<file path="config.mk">
export PLATFORM = sky130hd
export DESIGN_NAME = text_encoding_detector_flat
export DESIGN_NICKNAME = d
export VERILOG_FILES = /design/src/rtl/ted_pkg.sv /design/src/rtl/ted_in_if.sv /design/src/rtl/ted_out_if.sv /design/src/rtl/text_encoding_detector.sv /design/src/rtl/ted_front.sv /design/src/rtl/ted_queue.sv /design/src/rtl/ted_back.sv /design/src/flat_wrapper.sv
export SDC_FILE = /design/constraint.sdc
export NUM_CORES = 1
export LEC_CHECK = 0
export BUFFER_PORTS_ARGS = -buffer_cell sky130_fd_sc_hd__buf_2
export CORE_AREA = 4 4 267 269
export CTS_BUF_LIST = sky130_fd_sc_hd__clkbuf_4 sky130_fd_sc_hd__clkbuf_8
export DETAILED_ROUTE_END_ITERATION = 6
export DIE_AREA = 0 0 271 273
export SYNTH_ARGS = -nofsm -noshare
export SYNTH_HDL_FRONTEND = slang
export SYNTH_SLANG_ARGS = --single-unit
export TNS_END_PERCENT = 100
</file>
<file path="constraint.sdc">
create_clock -name clk -period 4.2 [get_ports clk]
set_input_delay 1.05 -clock clk [delete_from_list [all_inputs] [get_ports clk]]
set_output_delay 1.05 -clock clk [all_outputs]
set_load 0.1 [all_outputs]
</file>
<file path="src/rtl/ted_pkg.sv">
// ----------------------------------------------------------------------------
// ted_pkg: shared types and constants of the text encoding detector
// Encoding codes, UTF-8 lead kinds, back-end states and verdict flags.
// ----------------------------------------------------------------------------
`default_nettype none

package ted_pkg;

    // default counter width for the ascii and gbk pair counters
    localparam int COUNT_WIDTH_DEF = 32;

    // depth of the queue between scanner and resolver
    localparam int QUEUE_DEPTH = 2;

    // number of quotient bits produced by the gbk confidence divider
    localparam int QUOT_BITS = 9;

    // result encodings
    typedef enum logic [2:0] {
        ENC_UTF8    = 3'd0,
        ENC_UTF16BE = 3'd1,
        ENC_UTF16LE = 3'd2,
        ENC_UTF32BE = 3'd3,
        ENC_UTF32LE = 3'd4,
        ENC_GBK     = 3'd5
    } enc_t;

    // utf-8 lead bytes that narrow the range of the next continuation byte
    typedef enum logic [2:0] {
        KIND_NONE = 3'd0,
        KIND_E0   = 3'd1,
        KIND_ED   = 3'd2,
        KIND_F0   = 3'd3,
        KIND_F4   = 3'd4
    } lead_kind_t;

    // resolver states
    typedef enum logic [2:0] {
        BK_IDLE     = 3'd0,
        BK_CLASSIFY = 3'd1,
        BK_SETUP    = 3'd2,
        BK_DIV      = 3'd3,
        BK_EMIT     = 3'd4
    } back_state_t;

    // per-buffer summary flags passed from scanner to resolver
    typedef struct packed {
        enc_t enc;
        logic has_bom;
        logic utf8_ok;
    } verdict_flags_t;

    localparam int FLAG_WIDTH = $bits(verdict_flags_t);

    // confidence values over 256
    localparam logic [8:0] CONF_FULL     = 9'd256;
    localparam logic [8:0] CONF_UTF8     = 9'd253;
    localparam logic [8:0] CONF_FALLBACK = 9'd128;

    // byte values used by the scanner
    localparam logic [7:0] CONT_MASK    = 8'hC0;
    localparam logic [7:0] CONT_TAG     = 8'h80;
    localparam logic [7:0] ASCII_MAX    = 8'h7F;
    localparam logic [7:0] LEAD2_MIN    = 8'hC2;
    localparam logic [7:0] LEAD2_MAX    = 8'hDF;
    localparam logic [7:0] LEAD3_MIN    = 8'hE0;
    localparam logic [7:0] LEAD3_MAX    = 8'hEF;
    localparam logic [7:0] LEAD3_SURR   = 8'hED;
    localparam logic [7:0] LEAD4_MIN    = 8'hF0;
    localparam logic [7:0] LEAD4_MAX    = 8'hF4;
    localparam logic [7:0] CONT_A0      = 8'hA0;
    localparam logic [7:0] CONT_90      = 8'h90;
    localparam logic [7:0] CONT_8F      = 8'h8F;
    localparam logic [7:0] GBK_LEAD_MIN = 8'h81;
    localparam logic [7:0] GBK_HI_MAX   = 8'hFE;
    localparam logic [7:0] GBK_TRAIL_LO = 8'h40;
    localparam logic [7:0] GBK_TRAIL_HI = 8'h7E;
    localparam logic [7:0] GBK_TRAIL_80 = 8'h80;

    // byte-order mark bytes
    localparam logic [7:0] BOM_EF = 8'hEF;
    localparam logic [7:0] BOM_BB = 8'hBB;
    localparam logic [7:0] BOM_BF = 8'hBF;
    localparam logic [7:0] BOM_FE = 8'hFE;
    localparam logic [7:0] BOM_FF = 8'hFF;
    localparam logic [7:0] BOM_00 = 8'h00;

endpackage

`default_nettype wire

</file>
<file path="src/rtl/ted_in_if.sv">
// ----------------------------------------------------------------------------
// ted_in_if: byte stream channel
// Valid/ready channel carrying one text byte and its last flag.
// ----------------------------------------------------------------------------
`default_nettype none

interface ted_in_if;
    logic       valid;
    logic       ready;
    logic [7:0] data_byte;
    logic       last;

    modport source (output valid, output data_byte, output last, input ready);
    modport sink   (input valid, input data_byte, input last, output ready);
endinterface

`default_nettype wire

</file>
<file path="src/rtl/ted_out_if.sv">
// ----------------------------------------------------------------------------
// ted_out_if: verdict channel
// Valid/ready channel carrying one detected encoding per buffer.
// ----------------------------------------------------------------------------
`default_nettype none

interface ted_out_if;
    logic       valid;
    logic       ready;
    logic [2:0] encoding;
    logic       has_bom;
    logic [8:0] confidence;

    modport source (output valid, output encoding, output has_bom, output confidence,
                    input ready);
    modport sink   (input valid, input encoding, input has_bom, input confidence,
                    output ready);
endinterface

`default_nettype wire

</file>
<file path="src/rtl/text_encoding_detector.sv">
// ----------------------------------------------------------------------------
// text_encoding_detector: byte-stream charset detector
// Scans a byte buffer for a byte-order mark, strict utf-8 and gbk pairs,
// and gives one verdict per buffer after the last byte is taken.
// ----------------------------------------------------------------------------
//  channel   dir  payload                              transaction
//  text      in   data_byte[7:0], last                 one byte of the buffer
//  verdict   out  encoding[2:0], has_bom, confidence   one result per buffer
//
//  The scanner takes one byte per cycle; text.ready drops only while the
//  two-entry summary queue is full.
//  The resolver takes one summary at a time; a buffer decided by a mark
//  or by utf-8 skips the 9-step divider that computes the gbk share.
//  The verdict sits in an output register until taken; a stalled verdict
//  only stops the resolver, the scanner keeps running until the queue fills.
//  Reset clears all scan state, the queue and the verdict valid.
// ----------------------------------------------------------------------------
`default_nettype none

module text_encoding_detector #(
    parameter int COUNT_WIDTH = ted_pkg::COUNT_WIDTH_DEF
) (
    input  logic       clk,
    input  logic       rst_n,
    ted_in_if.sink     text,
    ted_out_if.source  verdict
);
    import ted_pkg::*;

    localparam int QW = FLAG_WIDTH + 2 * COUNT_WIDTH;

    logic                   push, q_full, q_empty, pop;
    verdict_flags_t         push_flags, pop_flags;
    logic [COUNT_WIDTH-1:0] push_pairs, push_ascii, pop_pairs, pop_ascii;
    logic [QW-1:0]          q_push_data, q_pop_data;

    // scanner
    ted_front #(.COUNT_WIDTH(COUNT_WIDTH)) u_front (
        .clk        (clk),
        .rst_n      (rst_n),
        .text       (text),
        .q_full     (q_full),
        .push       (push),
        .push_flags (push_flags),
        .push_pairs (push_pairs),
        .push_ascii (push_ascii)
    );

    // summary queue
    assign q_push_data = {push_flags, push_pairs, push_ascii};
    assign {pop_flags, pop_pairs, pop_ascii} = q_pop_data;

    ted_queue #(.WIDTH(QW), .DEPTH(QUEUE_DEPTH)) u_queue (
        .clk       (clk),
        .rst_n     (rst_n),
        .push      (push),
        .push_data (q_push_data),
        .full      (q_full),
        .pop       (pop),
        .pop_data  (q_pop_data),
        .empty     (q_empty)
    );

    // resolver
    ted_back #(.COUNT_WIDTH(COUNT_WIDTH)) u_back (
        .clk       (clk),
        .rst_n     (rst_n),
        .pop_valid (!q_empty),
        .pop_flags (pop_flags),
        .pop_pairs (pop_pairs),
        .pop_ascii (pop_ascii),
        .pop       (pop),
        .verdict   (verdict)
    );

endmodule

`default_nettype wire

</file>
<file path="src/rtl/ted_front.sv">
// ----------------------------------------------------------------------------
// ted_front: byte scanner
// Takes one byte per cycle unless q_full, tracks the head bytes, a strict
// utf-8 checker and gbk/ascii counters, and pushes a summary on the last byte.
// ----------------------------------------------------------------------------
`default_nettype none

module ted_front #(
    parameter int COUNT_WIDTH = ted_pkg::COUNT_WIDTH_DEF
) (
    input  logic                       clk,
    input  logic                       rst_n,
    ted_in_if.sink                     text,
    input  logic                       q_full,
    output logic                       push,
    output ted_pkg::verdict_flags_t    push_flags,
    output logic [COUNT_WIDTH-1:0]     push_pairs,
    output logic [COUNT_WIDTH-1:0]     push_ascii
);
    import ted_pkg::*;

    logic                   accept;
    logic [7:0]             b;

    logic [3:0][7:0]        head_reg, head_next;
    logic [2:0]             head_count_reg, head_count_next;
    logic [1:0]             pend_reg, pend_next;
    lead_kind_t             kind_reg, kind_next;
    logic                   inval_reg, inval_next;
    logic                   bad;
    logic                   lead_reg, lead_next;
    logic                   trail_ok;
    logic [COUNT_WIDTH-1:0] ascii_reg, ascii_next;
    logic [COUNT_WIDTH-1:0] pairs_reg, pairs_next;
    logic                   m_utf8, m_16be, m_32be, m_32le, m_16le;

    // handshake
    assign text.ready = !q_full;
    assign accept     = text.valid && text.ready;
    assign b          = text.data_byte;
    assign push       = accept && text.last;

    // head capture, stops after four bytes
    always_comb
    begin
        head_next       = head_reg;
        head_count_next = head_count_reg;
        if (head_count_reg < 3'd4)
        begin
            head_next[head_count_reg[1:0]] = b;
            head_count_next                = head_count_reg + 3'd1;
        end
    end

    // strict utf-8 checker
    always_comb
    begin
        pend_next  = pend_reg;
        kind_next  = kind_reg;
        inval_next = inval_reg;
        bad        = 1'b0;
        if (!inval_reg)
        begin
            if (pend_reg != 2'd0)
            begin
                bad = (b & CONT_MASK) != CONT_TAG;
                case (kind_reg)
                    KIND_E0: if (b < CONT_A0)  bad = 1'b1;
                    KIND_ED: if (b >= CONT_A0) bad = 1'b1;
                    KIND_F0: if (b < CONT_90)  bad = 1'b1;
                    KIND_F4: if (b > CONT_8F)  bad = 1'b1;
                    default: ;
                endcase
                if (bad)
                begin
                    inval_next = 1'b1;
                end
                else
                begin
                    kind_next = KIND_NONE;
                    pend_next = pend_reg - 2'd1;
                end
            end
            else if (b <= ASCII_MAX)
            begin
                // single byte, nothing to track
            end
            else if (b >= LEAD2_MIN && b <= LEAD2_MAX)
            begin
                pend_next = 2'd1;
            end
            else if (b >= LEAD3_MIN && b <= LEAD3_MAX)
            begin
                pend_next = 2'd2;
                kind_next = (b == LEAD3_MIN)  ? KIND_E0 :
                            (b == LEAD3_SURR) ? KIND_ED : KIND_NONE;
            end
            else if (b >= LEAD4_MIN && b <= LEAD4_MAX)
            begin
                pend_next = 2'd3;
                kind_next = (b == LEAD4_MIN) ? KIND_F0 :
                            (b == LEAD4_MAX) ? KIND_F4 : KIND_NONE;
            end
            else
            begin
                inval_next = 1'b1;
            end
        end
    end

    // gbk pair and ascii counting, both saturating
    assign trail_ok = (b >= GBK_TRAIL_LO && b <= GBK_TRAIL_HI) ||
                      (b >= GBK_TRAIL_80 && b <= GBK_HI_MAX);

    always_comb
    begin
        lead_next  = 1'b0;
        ascii_next = ascii_reg;
        pairs_next = pairs_reg;
        if (lead_reg && trail_ok)
        begin
            if (!(&pairs_reg))
                pairs_next = pairs_reg + COUNT_WIDTH'(1);
        end
        else if (b <= ASCII_MAX)
        begin
            if (!(&ascii_reg))
                ascii_next = ascii_reg + COUNT_WIDTH'(1);
        end
        else if (b >= GBK_LEAD_MIN && b <= GBK_HI_MAX)
        begin
            lead_next = 1'b1;
        end
    end

    // byte-order mark match on the head including this byte
    assign m_utf8 = (head_count_next >= 3'd3) && head_next[0] == BOM_EF &&
                    head_next[1] == BOM_BB && head_next[2] == BOM_BF;
    assign m_16be = (head_count_next >= 3'd2) && head_next[0] == BOM_FE &&
                    head_next[1] == BOM_FF;
    assign m_32be = (head_count_next >= 3'd4) && head_next[0] == BOM_00 &&
                    head_next[1] == BOM_00 && head_next[2] == BOM_FE &&
                    head_next[3] == BOM_FF;
    assign m_32le = (head_count_next >= 3'd4) && head_next[0] == BOM_FF &&
                    head_next[1] == BOM_FE && head_next[2] == BOM_00 &&
                    head_next[3] == BOM_00;
    assign m_16le = (head_count_next >= 3'd2) && head_next[0] == BOM_FF &&
                    head_next[1] == BOM_FE;

    // buffer summary, in mark priority order
    always_comb
    begin
        push_flags.has_bom = 1'b1;
        push_flags.utf8_ok = !inval_next && (pend_next == 2'd0);
        if (m_utf8)
            push_flags.enc = ENC_UTF8;
        else if (m_16be)
            push_flags.enc = ENC_UTF16BE;
        else if (m_32be)
            push_flags.enc = ENC_UTF32BE;
        else if (m_32le)
            push_flags.enc = ENC_UTF32LE;
        else if (m_16le)
            push_flags.enc = ENC_UTF16LE;
        else
        begin
            push_flags.enc     = ENC_UTF8;
            push_flags.has_bom = 1'b0;
        end
    end

    assign push_pairs = pairs_next;
    assign push_ascii = ascii_next;

    // scan state, cleared after the last byte of a buffer
    always_ff @(posedge clk or negedge rst_n)
    begin
        if (!rst_n)
        begin
            head_reg       <= '0;
            head_count_reg <= 3'd0;
            pend_reg       <= 2'd0;
            kind_reg       <= KIND_NONE;
            inval_reg      <= 1'b0;
            lead_reg       <= 1'b0;
            ascii_reg      <= '0;
            pairs_reg      <= '0;
        end
        else if (accept)
        begin
            if (text.last)
            begin
                head_reg       <= '0;
                head_count_reg <= 3'd0;
                pend_reg       <= 2'd0;
                kind_reg       <= KIND_NONE;
                inval_reg      <= 1'b0;
                lead_reg       <= 1'b0;
                ascii_reg      <= '0;
                pairs_reg      <= '0;
            end
            else
            begin
                head_reg       <= head_next;
                head_count_reg <= head_count_next;
                pend_reg       <= pend_next;
                kind_reg       <= kind_next;
                inval_reg      <= inval_next;
                lead_reg       <= lead_next;
                ascii_reg      <= ascii_next;
                pairs_reg      <= pairs_next;
            end
        end
    end

`ifndef ASSERT_OFF
    a_push_room: assert property (@(posedge clk) disable iff (!rst_n)
        push |-> !q_full)
        else $error("summary pushed into a full queue");

    a_head_count: assert property (@(posedge clk) disable iff (!rst_n)
        head_count_reg <= 3'd4)
        else $error("head count beyond four");

    a_clear_after_last: assert property (@(posedge clk) disable iff (!rst_n)
        push |=> (head_count_reg == 3'd0 && !lead_reg && pend_reg == 2'd0 && !inval_reg))
        else $error("scan state not cleared after last byte");
`endif

endmodule

`default_nettype wire

</file>
<file path="src/rtl/ted_queue.sv">
// ----------------------------------------------------------------------------
// ted_queue: summary queue
// Small register fifo that decouples the scanner from the resolver.
// ----------------------------------------------------------------------------
`default_nettype none

module ted_queue #(
    parameter int WIDTH = 8,
    parameter int DEPTH = ted_pkg::QUEUE_DEPTH
) (
    input  logic             clk,
    input  logic             rst_n,
    input  logic             push,
    input  logic [WIDTH-1:0] push_data,
    output logic             full,
    input  logic             pop,
    output logic [WIDTH-1:0] pop_data,
    output logic             empty
);
    import ted_pkg::*;

    localparam int PTR_W = (DEPTH > 1) ? $clog2(DEPTH) : 1;
    localparam int CNT_W = $clog2(DEPTH + 1);

    logic [WIDTH-1:0] entry_reg [DEPTH];
    logic [PTR_W-1:0] wr_ptr_reg, rd_ptr_reg;
    logic [CNT_W-1:0] count_reg;
    logic             do_push, do_pop;

    assign full     = (count_reg == CNT_W'(DEPTH));
    assign empty    = (count_reg == '0);
    assign do_push  = push && !full;
    assign do_pop   = pop && !empty;
    assign pop_data = entry_reg[rd_ptr_reg];

    // entry storage
    always_ff @(posedge clk)
    begin
        if (do_push)
            entry_reg[wr_ptr_reg] <= push_data;
    end

    // pointers and fill count
    always_ff @(posedge clk or negedge rst_n)
    begin
        if (!rst_n)
        begin
            wr_ptr_reg <= '0;
            rd_ptr_reg <= '0;
            count_reg  <= '0;
        end
        else
        begin
            if (do_push)
                wr_ptr_reg <= (wr_ptr_reg == PTR_W'(DEPTH - 1)) ? '0 : wr_ptr_reg + PTR_W'(1);
            if (do_pop)
                rd_ptr_reg <= (rd_ptr_reg == PTR_W'(DEPTH - 1)) ? '0 : rd_ptr_reg + PTR_W'(1);
            if (do_push && !do_pop)
                count_reg <= count_reg + CNT_W'(1);
            else if (do_pop && !do_push)
                count_reg <= count_reg - CNT_W'(1);
        end
    end

endmodule

`default_nettype wire

</file>
<file path="src/rtl/ted_back.sv">
// ----------------------------------------------------------------------------
// ted_back: verdict resolver
// Pops buffer summaries, picks the encoding and computes the gbk share
// with a bit-per-cycle restoring divider, then drives the verdict register.
// ----------------------------------------------------------------------------
`default_nettype none

module ted_back #(
    parameter int COUNT_WIDTH = ted_pkg::COUNT_WIDTH_DEF
) (
    input  logic                     clk,
    input  logic                     rst_n,
    input  logic                     pop_valid,
    input  ted_pkg::verdict_flags_t  pop_flags,
    input  logic [COUNT_WIDTH-1:0]   pop_pairs,
    input  logic [COUNT_WIDTH-1:0]   pop_ascii,
    output logic                     pop,
    ted_out_if.source                verdict
);
    import ted_pkg::*;

    // gbk byte count, total byte count, dividend/divisor widths
    localparam int GW   = COUNT_WIDTH + 1;
    localparam int TW   = COUNT_WIDTH + 2;
    localparam int NW   = COUNT_WIDTH + 11;
    localparam int QW   = QUOT_BITS;
    localparam int STPW = $clog2(QUOT_BITS);

    back_state_t            state_reg, state_next;
    logic [STPW-1:0]        step_reg, step_next;
    logic                   out_valid_reg, out_valid_next;

    verdict_flags_t         flags_reg, flags_next;
    logic [COUNT_WIDTH-1:0] pairs_reg, pairs_next;
    logic [COUNT_WIDTH-1:0] ascii_reg, ascii_next;
    logic [GW-1:0]          g_reg, g_next;
    logic [TW-1:0]          t_reg, t_next;
    logic [NW-1:0]          rem_reg, rem_next;
    logic [NW-1:0]          dsh_reg, dsh_next;
    logic [QW-1:0]          quot_reg, quot_next;
    enc_t                   res_enc_reg, res_enc_next;
    logic                   res_bom_reg, res_bom_next;
    logic [8:0]             res_conf_reg, res_conf_next;
    enc_t                   out_enc_reg, out_enc_next;
    logic                   out_bom_reg, out_bom_next;
    logic [8:0]             out_conf_reg, out_conf_next;
    logic                   fits;

    assign fits = rem_reg >= dsh_reg;

    // next state and datapath
    always_comb
    begin
        state_next     = state_reg;
        step_next      = step_reg;
        out_valid_next = out_valid_reg && !verdict.ready;
        flags_next     = flags_reg;
        pairs_next     = pairs_reg;
        ascii_next     = ascii_reg;
        g_next         = g_reg;
        t_next         = t_reg;
        rem_next       = rem_reg;
        dsh_next       = dsh_reg;
        quot_next      = quot_reg;
        res_enc_next   = res_enc_reg;
        res_bom_next   = res_bom_reg;
        res_conf_next  = res_conf_reg;
        out_enc_next   = out_enc_reg;
        out_bom_next   = out_bom_reg;
        out_conf_next  = out_conf_reg;
        pop            = 1'b0;

        unique case (state_reg)
            BK_IDLE:
            begin
                pop = pop_valid;
                if (pop_valid)
                begin
                    flags_next = pop_flags;
                    pairs_next = pop_pairs;
                    ascii_next = pop_ascii;
                    state_next = BK_CLASSIFY;
                end
            end
            BK_CLASSIFY:
            begin
                g_next = {pairs_reg, 1'b0};
                t_next = {1'b0, pairs_reg, 1'b0} + {2'b00, ascii_reg};
                res_bom_next = 1'b0;
                res_enc_next = ENC_UTF8;
                if (flags_reg.has_bom)
                begin
                    res_enc_next  = flags_reg.enc;
                    res_bom_next  = 1'b1;
                    res_conf_next = CONF_FULL;
                    state_next    = BK_EMIT;
                end
                else if (flags_reg.utf8_ok)
                begin
                    res_conf_next = CONF_UTF8;
                    state_next    = BK_EMIT;
                end
                else if (pairs_reg >= COUNT_WIDTH'(2) &&
                         {pairs_reg, 1'b0} > {1'b0, ascii_reg})
                begin
                    state_next = BK_SETUP;
                end
                else
                begin
                    res_conf_next = CONF_FALLBACK;
                    state_next    = BK_EMIT;
                end
            end
            BK_SETUP:
            begin
                // dividend 512*G + T, divisor 2T aligned to the top quotient bit
                rem_next   = NW'({g_reg, 9'b0}) + NW'(t_reg);
                dsh_next   = NW'({t_reg, 9'b0});
                quot_next  = '0;
                step_next  = STPW'(QUOT_BITS - 1);
                state_next = BK_DIV;
            end
            BK_DIV:
            begin
                if (fits)
                    rem_next = rem_reg - dsh_reg;
                quot_next = {quot_reg[QW-2:0], fits};
                dsh_next  = dsh_reg >> 1;
                if (step_reg == '0)
                begin
                    res_enc_next  = ENC_GBK;
                    res_bom_next  = 1'b0;
                    res_conf_next = {quot_reg[QW-2:0], fits};
                    state_next    = BK_EMIT;
                end
                else
                begin
                    step_next = step_reg - STPW'(1);
                end
            end
            BK_EMIT:
            begin
                if (!out_valid_reg || verdict.ready)
                begin
                    out_valid_next = 1'b1;
                    out_enc_next   = res_enc_reg;
                    out_bom_next   = res_bom_reg;
                    out_conf_next  = res_conf_reg;
                    state_next     = BK_IDLE;
                end
            end
            default:
            begin
                state_next = BK_IDLE;
            end
        endcase
    end

    // control registers
    always_ff @(posedge clk or negedge rst_n)
    begin
        if (!rst_n)
        begin
            state_reg     <= BK_IDLE;
            step_reg      <= '0;
            out_valid_reg <= 1'b0;
        end
        else
        begin
            state_reg     <= state_next;
            step_reg      <= step_next;
            out_valid_reg <= out_valid_next;
        end
    end

    // payload registers
    always_ff @(posedge clk)
    begin
        flags_reg    <= flags_next;
        pairs_reg    <= pairs_next;
        ascii_reg    <= ascii_next;
        g_reg        <= g_next;
        t_reg        <= t_next;
        rem_reg      <= rem_next;
        dsh_reg      <= dsh_next;
        quot_reg     <= quot_next;
        res_enc_reg  <= res_enc_next;
        res_bom_reg  <= res_bom_next;
        res_conf_reg <= res_conf_next;
        out_enc_reg  <= out_enc_next;
        out_bom_reg  <= out_bom_next;
        out_conf_reg <= out_conf_next;
    end

    // verdict channel
    assign verdict.valid      = out_valid_reg;
    assign verdict.encoding   = out_enc_reg;
    assign verdict.has_bom    = out_bom_reg;
    assign verdict.confidence = out_conf_reg;

`ifndef ASSERT_OFF
    // a share just over one half can round down to exactly one half on long buffers
    a_gbk_range: assert property (@(posedge clk) disable iff (!rst_n)
        (verdict.valid && verdict.encoding == ENC_GBK) |->
            (verdict.confidence >= CONF_FALLBACK && verdict.confidence <= CONF_FULL))
        else $error("gbk confidence out of range");

    a_pop_classify: assert property (@(posedge clk) disable iff (!rst_n)
        pop |=> state_reg == BK_CLASSIFY)
        else $error("popped summary not classified");

    a_div_step: assert property (@(posedge clk) disable iff (!rst_n)
        (state_reg == BK_DIV && step_reg != '0) |=> state_reg == BK_DIV)
        else $error("divider left early");
`endif

endmodule

`default_nettype wire

</file>
<file path="src/flat_wrapper.sv">
// flat-port wrapper written by rule: the top's interface ports become plain ports
module text_encoding_detector_flat import ted_pkg::*;
#(
    parameter int COUNT_WIDTH = ted_pkg::COUNT_WIDTH_DEF
)
  (clk, rst_n, text_valid, text_data_byte, text_last, text_ready, verdict_valid, verdict_encoding, verdict_has_bom, verdict_confidence, verdict_ready);
  ted_in_if text_i ();
  ted_out_if verdict_i ();
  input  logic clk;
  input  logic rst_n;
  input wire logic [$bits(text_i.valid)-1:0] text_valid;
  input wire logic [$bits(text_i.data_byte)-1:0] text_data_byte;
  input wire logic [$bits(text_i.last)-1:0] text_last;
  output wire logic [$bits(text_i.ready)-1:0] text_ready;
  output wire logic [$bits(verdict_i.valid)-1:0] verdict_valid;
  output wire logic [$bits(verdict_i.encoding)-1:0] verdict_encoding;
  output wire logic [$bits(verdict_i.has_bom)-1:0] verdict_has_bom;
  output wire logic [$bits(verdict_i.confidence)-1:0] verdict_confidence;
  input wire logic [$bits(verdict_i.ready)-1:0] verdict_ready;
  assign text_i.valid = text_valid;
  assign text_i.data_byte = text_data_byte;
  assign text_i.last = text_last;
  assign text_ready = text_i.ready;
  assign verdict_valid = verdict_i.valid;
  assign verdict_encoding = verdict_i.encoding;
  assign verdict_has_bom = verdict_i.has_bom;
  assign verdict_confidence = verdict_i.confidence;
  assign verdict_i.ready = verdict_ready;
  text_encoding_detector #(.COUNT_WIDTH(COUNT_WIDTH)) u_core (.clk(clk), .rst_n(rst_n), .text(text_i), .verdict(verdict_i));
endmodule
</file>
==> flow_summary.toml, run 1 <==
[clock_tree]
cts-buffers-inserted = 87
cts_hold_buf = 0
number_of_gates_resized_after_cts = 0
postCtsSetupRepairBufs = 0
cts_max_level = 3
clk_transition_reported_paths_ns = 0.06
clock_path_buffers = 3
cts_root_buffer = "sky130_fd_sc_hd__clkbuf_8"
tritoncts = "built"
worstSkewPairLatency_ns = 0.65
tritoncts_num_sinks = 511

[worst_setup_path]
critical-path-max-stage-delay_ns = 0.95
critical_path.reg2reg.endpoint = "u_core.u_back.rem_reg[7]"
critical_path.startpoint = "u_core.u_back.dsh_reg[20]"
timing_endpoint_of_the_critical_path = "u_core.u_back.rem_reg[7]"
critical_path_depth = 12
worst_r2r_path_depth = 12
timing.critical_path.to_type = "register"
cp_cell_sequence = "inv_1, ha_1, and2_1, nand2_1, nor3_1, nand3_1, nor4_1, a211oi_1, o21ai_0, o21ai_0, nand2_2, buf_12"
cp_buf_inv_count = 2
worst_r2r_startpoint = "u_core.u_back.dsh_reg[20]"
cp_slowest_cell = "sky130_fd_sc_hd__nor4_1"
timing.critical_path.required_ns = 4.53
timing.reg2reg.setup_slack_ns = 0.49
path_max_fanout = 41
worstPathArrival_ns = 4.04
path_common_cell = "sky130_fd_sc_hd__o21ai_0"
timing.critical_path.from_type = "register"
cp_top_family = "simple AND/OR/NAND/NOR gates"
worstSetupPathType = "reg -> reg"

[placement]
postPlaceCellArea_um2 = 28500
numPortBuffers = 27
hpwl_mm = 46.4
place_congestion = 0.904

[timing]
fin_crit_ns = 3.71
final_setup_tns_ns = 0
setup_violators_final = 0
finalHoldViolations = 0
worst_slew_pin_slew_ns = 1.15
max_slew_margin_pct = 22.7
timing.fmax_mhz = 270
worst_clock_skew_ns = 0.0291
rsz_0062_raised_after_global_routing = "false"
final-max-slew-violation-count = 0
finalCritPeriodShare_pct = 88.3
worst_hold_slack_ns = 0.398

[power]
seq_power_share_pct = 37.8
power-per-cell-area_nw_per_um2 = 745
switching_share_pct = 39.2
clkPwrFrac_pct = 20.3
vdd_drop_max_uv = 330
power.leakage_nw = 11.8
comb_power_share_pct = 42.0
cellInternalPower_mw = 13.7
switchingPower_mw = 8.87

[floorplan]
die_width_um = 271
dieHeight_um = 273
core_area_um2 = 68600
num_io_pins = 28
floorplan.die_area_um2 = 74000
initial_utilization_pct = 39.9
placementRows = 96

[cells_and_area]
leading_cell_type_in_the_layout_fill_and_taps_excluded = "sky130_fd_sc_hd__edfxtp_1"
synthToLayoutAreaGrowth_pct = 10.9
final_layout_size_suffix_gt1_share_pct = 12.5
total_number_of_nets_in_the_final_design = 2684
antenna-diode-count = 0
final_util_pct = 44.2
largest_reg_flops = 138
most-common-layout-cells = "sky130_fd_sc_hd__edfxtp_1, sky130_fd_sc_hd__nand2_1, sky130_fd_sc_hd__o21ai_0"
final_cell_area_um2 = 30300

[global_routing]
grt_antenna_before_repair = 0
grt_pass1_wl_mm = 104
grt_max_degree = 98
number_of_global_route_vias_before_repair = 19200
gr-usage-all-layers_pct = 17.4
globalRouteOverflowTotal = 0

[hold_path]
min_from = "u_core.u_back.res_conf_reg[7]"
hold_path.class = "reg -> reg"

[routing]
drt_first_pass_iters = 5
routed-via-count = 19000
detail_route.iter0.violations = 1208
ant_nets = 0
vias_per_cell = 5.39
route.detailed.drc = 0
detail_route.wl_per_cell_um = 18.4
finalWirelength_mm = 65.1

[status]
status = "completed"

[synth]
ys_seq_elements = 511
synth-main-ff-cell = "sky130_fd_sc_hd__edfxtp_1"
mappedNetlistNets = 2642
yosysWarningCount = 0
synth_cell_type_count = 94
synth_edf_count = 393
mappedNetlistArea_um2 = 27300
postSynthCellCount = 2487
syn-mean-instance-area_um2 = 11.0
asr_flop_ratio_synth_pct = 23.1
synth.yosys.seq_area_share_pct = 54.0

[flow_run]
drv.max_cap_violation_count = 0
[power by group through the flow]
stage | registers [mW] | clock network, mW | logic, mW
2_1_floorplan | 8.49 | 0 | 6.94
3_3_place_gp | 8.61 | 0 | 9.25
3_5_place_dp | 8.65 | 0 | 9.39
4_1_cts | 8.56 | 4.74 | 9.46
5_1_grt | 8.68 | 4.99 | 10.6
6_report | 8.54 | 4.58 | 9.49
[cell usage after synthesis (all sizes together), types with 30 or more instances]
cell type  number  area, µm²
ha            139       1740
xor2           69        604
nand3          59        295
dfrtp         118       2950
nand4          36        231
inv           149        559
xnor2          93        815
nor2          131        494
a31oi          30        188
nor4           35        283
nand2b         32        200
o31ai          43        342
edfxtp        393      11800
mux2           73        822
clkbuf         82        309
and3           44        290
a21o           34        255
o21ai         249       1250
nor3           35        185
a21oi         122        611
nand2         258        973
[cell type report]
cell class | count | area [µm²]
flip-flops and latches | 511 | 14800
multi-input cells | 1720 | 11600
inverters | 149 | 559
well taps | 931 | 1160
clock buffers | 114 | 1430
clock inverters | 47 | 353
fillers | 6392 | 38300
repair buffers | 60 | 448
[cells by family after synthesis]
| logic type | share of synthesized area [%] |
|---|---|
| AOI/OAI and AO/OA | 14.1 |
| adders and majority gates | 6.58 |
| buffers and inverters | 3.67 |
| xor gates and xnor gates | 5.19 |
| DFF | 54.0 |
| muxes | 3.41 |
| and+or+nand+nor | 13.1 |
[per-stage QoR]
stage / std cells / setup slack [ns] / total power, mW
2_1_floorplan: 2487 / 0.0528 / 15.4
4_1_cts: 3531 / 0.473 / 22.8
5_1_grt: 3532 / 0.235 / 24.2
6_report: 3532 / 0.490 / 22.6
3_5_place_dp: 3370 / 0.491 / 18.0
3_3_place_gp: 3370 / 0.462 / 17.9
[routing by layer]
metal  track usage [%]  share of wire, %
met1              23.4                46
met2              28.3                47
met3              2.77               3.9
met4              7.02               3.8
met5                 0                 0
[worst min-delay path by stage]
stage,end,slack [ns],depth (start not counted)
CTS,u_core.u_back.verdict.confidence[7],0.39,0
global route,u_core.u_back.verdict.confidence[7],0.40,0
finish,u_core.u_back.verdict.confidence[7],0.40,0
detailed placement,u_core.u_back.verdict.confidence[7],0.40,0
floorplan,u_core.u_back.verdict.confidence[0],0.40,0
global placement,u_core.u_back.verdict.has_bom,0.40,0
No activity file was read; power rests on OpenSTA's default activity.
==> inputs of run 2 (changes only) <==
Settings changed: CORE_AREA 4 4 267 269 to 4 4 190 377, DIE_AREA 0 0 271 273 to 0 0 194 381.
==> flow_summary.toml, run 2 (synthesized netlist as in run 1, its figures left out) <==
[cells_and_area]
final_layout_size_suffix_gt1_share_pct = 12.6
final_cell_area_um2 = 30300
count_of_filler_cells_inserted_in_the_layout = 6432
multi_input_comb_area_um2 = 11600
seq_area_um2 = 14800
synthToLayoutAreaGrowth_pct = 10.7
final_util_pct = 44.0
most-common-layout-cells = "sky130_fd_sc_hd__edfxtp_1, sky130_fd_sc_hd__nand2_1, sky130_fd_sc_hd__o21ai_0"
leading_cell_type_in_the_layout_fill_and_taps_excluded = "sky130_fd_sc_hd__edfxtp_1"
total_number_of_nets_in_the_final_design = 2685
largest_reg_flops = 138

[floorplan]
placementRows = 136
num_io_pins = 28
initial_utilization_pct = 39.8
core_area_um2 = 68700
die_width_um = 194
floorplan.die_area_um2 = 73900
dieHeight_um = 381

[global_routing]
globalRouteOverflowTotal = 0
grt_antenna_before_repair = 1
grt_pass1_wl_mm = 109
grt_max_degree = 94
gr-usage-all-layers_pct = 18.7
number_of_global_route_vias_before_repair = 19700

[worst_setup_path]
timing.critical_path.from_type = "register"
critical-path-max-stage-delay_ns = 0.43
timing.critical_path.to_type = "register"
worstPathArrival_ns = 4.13
timing.critical_path.required_ns = 4.61
path_max_fanout = 43
worstSetupPathType = "reg -> reg"
cp_cell_sequence = "inv_1, ha_1, nor2b_1, o31ai_1, o21ai_0, o21ai_1, a31oi_1, buf_4, a31oi_1, nor4bb_1, o21ai_0, nand2_2, buf_12"
cp_slowest_cell = "sky130_fd_sc_hd__a31oi_1"

[timing]
rsz_0062_raised_after_global_routing = "false"
final-max-slew-violation-count = 0
worst_clock_skew_ns = 0.0445
worst_slew_pin_slew_ns = 1.23
finalHoldViolations = 0
fin_crit_ns = 3.73
finalCritPeriodShare_pct = 88.8
timing.fmax_mhz = 268
max_slew_margin_pct = 18.3
setup_violators_final = 0

[placement]
place_congestion = 0.926
numPortBuffers = 27
hpwl_mm = 52.7
postPlaceCellArea_um2 = 28600

[clock_tree]
number_of_gates_resized_after_cts = 0
cts_hold_buf = 0
clock_path_buffers = 3
worstSkewPairLatency_ns = 0.71
cts-buffers-inserted = 76
cts_root_buffer = "sky130_fd_sc_hd__clkbuf_8"
cts_max_level = 3
clk_transition_reported_paths_ns = 0.06
tritoncts_num_sinks = 511
postCtsSetupRepairBufs = 0
tritoncts = "built"

[routing]
drt_first_pass_iters = 5
detail_route.wl_per_cell_um = 20.2
routed-via-count = 19000
route.detailed.drc = 0
finalWirelength_mm = 70.3
ant_nets = 0
vias_per_cell = 5.46
detail_route.iter0.violations = 959

[power]
switching_share_pct = 39.5
comb_power_share_pct = 42.7
power-per-cell-area_nw_per_um2 = 745
switchingPower_mw = 8.90
vdd_drop_max_uv = 359
cellInternalPower_mw = 13.6
clkPwrFrac_pct = 19.6
seq_power_share_pct = 37.7
power.leakage_nw = 11.8

[flow_run]
drv.max_cap_violation_count = 0

[hold_path]
hold_path.class = "in -> async"

[status]
status = "completed"
[run 2: cell type report]
type	count	share of cell area, %
inverters	149	1.85
clock inverters	29	1.12
multi-input cells	1720	38.4
flip-flops and latches	511	48.7
clock buffers	107	4.33
repair buffers	72	1.86
diodes	1	0.00826
well taps	897	3.71
[run 2: path summary, 6_finish.rpt]
check                                              start                             endpoint  slack [ns]  cells past startpoint
max in group asynchronous                          rst_n          u_core.u_front.ascii_reg[8]        2.92                      2
hold reg to reg            u_core.u_back.res_conf_reg[1]  u_core.u_back.verdict.confidence[1]        0.42                      0
setup reg to reg                u_core.u_back.dsh_reg[1]             u_core.u_back.rem_reg[7]        0.47                     13
hold / removal                                     rst_n           u_core.u_front.kind_reg[0]        0.42                      1
min in group clk           u_core.u_back.res_conf_reg[1]  u_core.u_back.verdict.confidence[1]        0.42                      0
setup / recovery                u_core.u_back.dsh_reg[1]             u_core.u_back.rem_reg[7]        0.47                     13
[run 2: layer usage]
layer	global-route usage (%)	vias to the layer above	routed length [µm]
li1	-	9201	-
met1	17.6	9203	24100
met2	36.7	433	39500
met3	2.86	204	2130
met4	11.7	0	4620
met5	0	-	0
[run 2: per-stage QoR]
stage | setup WS [ns] | TNS [ns] | hold slack [ns] | power [mW] | std cells
floorplan | 0.0528 | 0 | 0.400 | 15.4 | 2487
global placement | -0.0129 | -0.115 | 0.405 | 18.0 | 3349
detailed placement | 0.500 | 0 | 0.405 | 18.2 | 3349
CTS | 0.479 | 0 | 0.388 | 22.7 | 3485
global route | 0.143 | 0 | 0.431 | 24.1 | 3486
finish | 0.471 | 0 | 0.420 | 22.5 | 3486
[run 2: power groups by stage]
stage | Sequential (mW) | Clock, mW | Combinational [mW]
3_5_place_dp | 8.61 | 0 | 9.59
3_3_place_gp | 8.56 | 0 | 9.44
5_1_grt | 8.62 | 4.77 | 10.7
2_1_floorplan | 8.49 | 0 | 6.94
4_1_cts | 8.52 | 4.56 | 9.65
6_report | 8.50 | 4.41 | 9.63
[run 2: worst max-delay path: cells and delay by family (launching register included)]
family	cells	cell delay, ns
AOI/OAI and AO/OA	6	1.84
adders and majority gates	1	0.24
buffers and inverters	3	0.48
DFF	1	0.42
and+or+nand+nor	3	0.40
